$ cat src/rtl/uartrx_pkg.sv
// ----------------------------------------------------------------------------
// uartrx_pkg
// Shared constants and types for the UART receive ring with RTS flow control.
// ----------------------------------------------------------------------------
package uartrx_pkg;

  // Ring geometry
  localparam int RING_DEPTH = 512;
  localparam int RING_AW    = $clog2(RING_DEPTH);
  localparam int CNT_W      = $clog2(RING_DEPTH + 1);

  // Field widths
  localparam int OP_W     = 2;
  localparam int WORD_W   = 16;
  localparam int CHAR_W   = 8;
  localparam int OVF_W    = 16;
  localparam int FILL_W   = 10;
  localparam int MARGIN_W = 10;
  localparam int CFG_IDX_W = 2;
  localparam int CFG_DAT_W = 10;

  // Width of the almost-full sum (fill plus margin)
  localparam int SUM_W = ((CNT_W > MARGIN_W) ? CNT_W : MARGIN_W) + 1;

  // Request opcodes
  localparam logic [OP_W-1:0] OP_PUSH  = 2'd0;
  localparam logic [OP_W-1:0] OP_POP   = 2'd1;
  localparam logic [OP_W-1:0] OP_FLUSH = 2'd2;

  // Configuration register indexes
  localparam logic [CFG_IDX_W-1:0] CFG_PARITY_EN = 2'd0;
  localparam logic [CFG_IDX_W-1:0] CFG_PARITY_ODD = 2'd1;
  localparam logic [CFG_IDX_W-1:0] CFG_AF_MARGIN = 2'd2;

  localparam logic [MARGIN_W-1:0] AF_MARGIN_RST = 10'd20;
  localparam logic [OVF_W-1:0]    OVF_MAX       = 16'hffff;

  // Status flags decoded from a popped word
  typedef struct packed {
    logic frame_error;
    logic parity_error;
  } uartrx_flags_t;

endpackage

$ cat src/rtl/uartrx_decode.sv
// ----------------------------------------------------------------------------
// uartrx_decode
// Decode break/frame and parity flags from a raw received word.
// ----------------------------------------------------------------------------
module uartrx_decode (
  input  logic [uartrx_pkg::WORD_W-1:0] word,
  input  logic                          parity_enable,
  input  logic                          parity_odd,
  output uartrx_pkg::uartrx_flags_t     flags
);
  import uartrx_pkg::*;

  logic brk;

  // Flag a break when the low nine bits are all zero
  assign brk = (word[8:0] == 9'd0);

  // Check bit seven against the low seven bits; a break masks the check
  always_comb begin
    flags.frame_error  = brk;
    flags.parity_error = parity_enable & ~brk & ((^word[CHAR_W-1:0]) ^ parity_odd);
  end

endmodule

$ cat config.mk
export PLATFORM = sky130hd
export DESIGN_NAME = uartrx_decode
export DESIGN_NICKNAME = d
export VERILOG_FILES = /design/src/rtl/uartrx_pkg.sv /design/src/rtl/uartrx_decode.sv
export SDC_FILE = /design/constraint.sdc
export NUM_CORES = 1
export LEC_CHECK = 0
export ABC_AREA = 0
export BUFFER_PORTS_ARGS = -buffer_cell sky130_fd_sc_hd__buf_2
export CAP_MARGIN = 20
export CORE_AREA = 2 2 39 41
export DETAILED_ROUTE_END_ITERATION = 16
export DIE_AREA = 0 0 41 43
export MAX_ROUTING_LAYER = met4
export SYNTH_ARGS = -nofsm -noshare
export SYNTH_HDL_FRONTEND = slang
export SYNTH_SLANG_ARGS = --single-unit
export TNS_END_PERCENT = 100
$ cat constraint.sdc
create_clock -name vclk -period 3.97
set_clock_uncertainty 0.05 [all_clocks]
set_input_delay 0.794 -clock vclk [all_inputs]
set_output_delay 0.794 -clock vclk [all_outputs]
set_load 0.01 [all_outputs]
==> results of run 1 <==
[worst min-delay path: cells and delay by family]
kind	cells	cell delay [ns]
buffers and inverters	2	0.22
AND/OR/NAND/NOR	1	0.05
[layout by cell type, fill, tap and decap left out]
master	count
nor3b_1	1
xnor2_1	1
inv_1	8
ha_1	4
buf_2	13
nor3b_2	1
xnor2_4	1
nand3_1	1
xnor3_1	1
[path summary, 6_finish.rpt]
check,to,start,cells after the start,slack (ns)
max,flags[0],word[2],7,1.14
min,flags[1],word[8],3,1.80
[cell families (layout without fill, tap and decap cells)]
logic type | after synthesis | count (layout) | synth area share, %
buf+inv | 9 | 21 | 21.9
fa+ha+maj | 4 | 4 | 29.2
xor+xnor | 3 | 3 | 34.3
simple gates | 3 | 3 | 14.6
[metal layers]
metal  vias to the layer above  GRT usage [%]  wire length [µm]
li1                         80              -                 -
met1                        51           3.81               116
met2                         7           4.38               112
met3                         0              0                34
met4                         0              0                 0
met5                         -              -                 0
[cell type report]
class                      count  area (µm²)  area share (%)
timing repair buffer          13        65.1            26.1
inverter                       8        30.0            12.1
multi-input combinational     10         134            53.8
tap                           16        20.0            8.04
[where the power goes]
group | switching, µW | total, µW | internal (µW)
combinational | 13.0 | 34.3 | 21.3
clock | 0 | 0 | 0
sequential | 0 | 0 | 0
[through the flow]
step / instances / area [µm²] / total power [µW]
2_1_floorplan: 19 / 171 / 24.9
3_3_place_gp: 47 / 249 / 34.6
3_5_place_dp: 47 / 249 / 35.1
4_1_cts: 47 / 249 / 35.2
5_1_grt: 47 / 249 / 37.7
6_report: 47 / 249 / 34.3
==> impl_metrics.toml, run 1 <==
[outcome]
status = "finished, final reports clean"

[logic_synthesis]
synth_cell_types = 9
yosys_warnings = 0
synthTopCellsByCount = "8 x inv_1, 4 x ha_1"
synth_area_leaders = "ha_1 29%, inv_1 18%, xnor2_4 16%"
synth_area_per_cell_um2 = 9.02
ys_seq_area_share_pct = 0
synth_cells = 19
synthesis.area_um2 = 171
yosysMostFrequentCell = "inv_1"
yosysTopAreaCell = "ha_1"
synth_top_area_share_pct = 29.2
syn-num-nets = 41

[die]
initial_core_util_pct = 12.4
die_y_um = 43
core-area_um2 = 1380
pin_count = 20
die_area_um2 = 1760
die_w_um = 41
num_rows = 14

[sta]
rsz0062_at_grt = "no"
finalMaxSlewViolations = 0
setup_ws_ns = 1.14
fmax_mhz = 353
finalSetupViolCount = 0
period_minus_slack_ns = 2.83
tns_ns = 0
period_share_pct = 71.3
tightest_slew_ns = 0.303
worst_hold_slack_ns = 1.80
hold_viol = 0
max_slew_margin_pct = 79.7

[critical_path]
crit_family = "XOR/XNOR gates"
critical_path.max_fanout = 1
crit_buf_inv = 3
worstSetupPathType = "primary input to output pin"
critPathLaunchType = "primary input"
cp_data_arrival_time_ns = 1.99
worst_setup_path_end_kind = "output pin"
max_stage_delay_ns = 0.39
crit_chain = "buf_2, inv_1, ha_1, xnor3_1, xnor2_1, nor3b_2, buf_2"
worst_path_max_delay_cell = "xnor3_1"
required_ns = 3.13
path_common_cell = "buf_2"

[power]
leakagePower_uw = 0.000159
p_per_area_nw_per_um2 = 138
ir_worst_vdd_uv = 44.9

[drt]
wl_um = 264
drt-pass1-iter-count = 1
drc = 0
vias = 138
ant_nets = 0
wl_per_cell_um = 5.62
drt_iter0_markers = 0
viasPerCell = 2.94

[clock_tree]
cts_setup_buffers = 0
ctsHoldBuffers = 0
ctsResizeCount = 0

[place]
io_buffers = 13
gp_congestion = 0.531
pre_cts_ws_ns = 1.13
dp_hpwl_um = 266

[finish]
nets = 55
drive_gt1_share_pct = 48.4
fin_util_pct = 18.0
n_sequential_cell = 0
n_clock_buffer = 0
area_growth_pct = 45.3
register_area_um2 = 0
fillerInstances = 153
num_antenna_cells = 0

[grt]
gr-usage-all-layers_pct = 2.66
first_global_vias = 100
antenna_found_initial = 0
grt_pass1_wl_um = 351
grt_max_degree = 3
gr-total-overflow = 0

[flow_run]
cap_violations = 0

[hold_path]
hold_class = "primary input to output pin"
(Power assumes the default switching activity.)
==> run 2: changes to the inputs <==
--- a/config.mk
+++ b/config.mk
@@ -5,7 +5,7 @@
 export SDC_FILE = /design/constraint.sdc
 export NUM_CORES = 1
 export LEC_CHECK = 0
-export ABC_AREA = 0
+export ABC_AREA = 1
 export BUFFER_PORTS_ARGS = -buffer_cell sky130_fd_sc_hd__buf_2
 export CAP_MARGIN = 20
 export CORE_AREA = 2 2 39 41
==> constraint.sdc (replaced) <==
create_clock -name vclk -period 2.7
set_clock_uncertainty 0.05 [all_clocks]
set_input_delay 0.54 -clock vclk [all_inputs]
set_output_delay 0.54 -clock vclk [all_outputs]
set_load 0.01 [all_outputs]
==> run 2 against run 1 <==
Final cell count increased by 34%. Final area increased by 9.0%. Worst hold slack got worse by 0.43 ns. Sequential share of layout area unchanged. Critical path depth increased by 2. Routed wire length increased by 30%. Combinational power increased by 21%. Critical path type unchanged. Critical endpoint unchanged. Largest cell class unchanged. Largest power group unchanged. Highest routed layer unchanged.
==> impl_metrics.toml, run 2 <==
[logic_synthesis]
synth_area_leaders = "ha_1 26%, inv_1 25%, nand2_1 15%"
yosysMostFrequentCell = "inv_1"
synth_top_area_share_pct = 25.8
syn-num-nets = 57
yosysTopAreaCell = "ha_1"
synth_area_per_cell_um2 = 5.54
synthesis.area_um2 = 194
synth_cells = 35
synthTopCellsByCount = "13 x inv_1, 8 x nand2_1, 4 x ha_1"
yosys_warnings = 0
synth_cell_types = 10
ys_seq_area_share_pct = 0

[drt]
wl_um = 343
wl_per_cell_um = 5.44
drt-pass1-iter-count = 4
ant_nets = 0
vias = 228
drc = 0
viasPerCell = 3.62
drt_iter0_markers = 2

[grt]
grt_max_degree = 4
grt_pass1_wl_um = 545
gr-usage-all-layers_pct = 4.09
antenna_found_initial = 0
gr-total-overflow = 0
first_global_vias = 177

[finish]
final_cell_mix = "13 x inv_1, 13 x buf_2, 8 x nand2_1"
fin_area_um2 = 272
drive_gt1_share_pct = 34.0
n_sequential_cell = 0
register_area_um2 = 0
area_growth_pct = 40.0
nets = 71
num_antenna_cells = 0
fin_cells = 63
n_clock_buffer = 0

[die]
initial_core_util_pct = 14.0
num_rows = 14
core-area_um2 = 1380
pin_count = 20
die_y_um = 43
die_area_um2 = 1760
die_w_um = 41

[critical_path]
cp_data_arrival_time_ns = 1.51
worstSetupPathType = "primary input to output pin"
critical_path.max_fanout = 2
worst_setup_path_end_kind = "output pin"
required_ns = 2.11
critPathLaunchType = "primary input"
setup.worst_path.start = "word[6]"

[clock_tree]
ctsResizeCount = 0
ctsHoldBuffers = 0
cts_setup_buffers = 0

[hold_path]
hold_class = "primary input to output pin"
worstHoldStart = "parity_enable"

[power]
ir_worst_vdd_uv = 14.8
p_per_area_nw_per_um2 = 153
leakagePower_uw = 0.000193

[place]
dp_hpwl_um = 350
dpl.cell_count = 63
io_buffers = 13
place_area_um2 = 272
gp_congestion = 0.533

[sta]
tns_ns = 0
tightest_slew_ns = 0.200
finalSetupViolCount = 0
hold_viol = 0
fmax_mhz = 476
period_share_pct = 77.8
period_minus_slack_ns = 2.10
finalMaxSlewViolations = 0
max_slew_margin_pct = 86.6
rsz0062_at_grt = "no"

[flow_run]
cap_violations = 0

[outcome]
status = "finished, final reports clean"
run 2: cell types whose count changed after synthesis, sizes merged:
| cell | previous run | this run |
|---|---|---|
| nor3b | 2 | 0 |
| a21oi | 0 | 1 |
| nand3b | 0 | 1 |
| nand2 | 0 | 8 |
| xnor3 | 1 | 0 |
| o21ai | 0 | 1 |
| xnor2 | 2 | 0 |
| inv | 8 | 13 |
| nand3 | 1 | 3 |
| nor2 | 0 | 3 |
run 2: worst paths after layout:
path,to,slack (ns),cells after the start
min,flags[0],1.37,4
max,flags[0],0.60,9
run 2: per-layer routing:
metal | global-route usage, % | part of all wire [%] | up-vias
li1 | - | - | 125
met1 | 3.16 | 32 | 98
met2 | 9.38 | 60 | 5
met3 | 0 | 7.9 | 0
met4 | 0 | 0 | 0
met5 | - | 0 | -
run 2: where the power goes:
part	switching [µW]	leakage [µW]	internal (µW)	total, µW
registers	0	0	0	0
logic	21.6	0.000193	19.8	41.4
clock network	0	0	0	0
run 2: critical path, cell delays in order:
cell and delay [ns]:
buf_2 0.07, inv_1 0.03, ha_1 0.29, nand2_1 0.07, inv_1 0.03, nor2_1 0.11
nand3_1 0.10, a21oi_2 0.13, buf_2 0.13
run 2: area by class of cell:
type / instances / area [µm²]
Tap cell: 16 / 20.0
Timing Repair Buffer: 13 / 65.1
Multi-Input combinational cell: 21 / 138
Inverter: 13 / 48.8
Fill cell: 170 / 1110
run 2: metrics by stage:
step	power (µW)	utilization, %	setup WS [ns]	hold slack, ns
CTS	42.7	19.6	0.584	1.37
detailed placement	42.6	19.6	0.585	1.37
floorplan	28.9	-	0.782	1.15
global route	48.2	19.6	0.485	1.39
global placement	40.6	19.6	0.587	1.37
finish	41.4	19.6	0.601	1.37
run 2: cell families after synthesis:
logic type | count (synthesis) | synth area share [%]
buffers and inverters | 14 | 29.0
AOI/OAI and AO/OA | 2 | 7.10
and+or+nand+nor | 15 | 38.1
adders and majority gates | 4 | 25.8
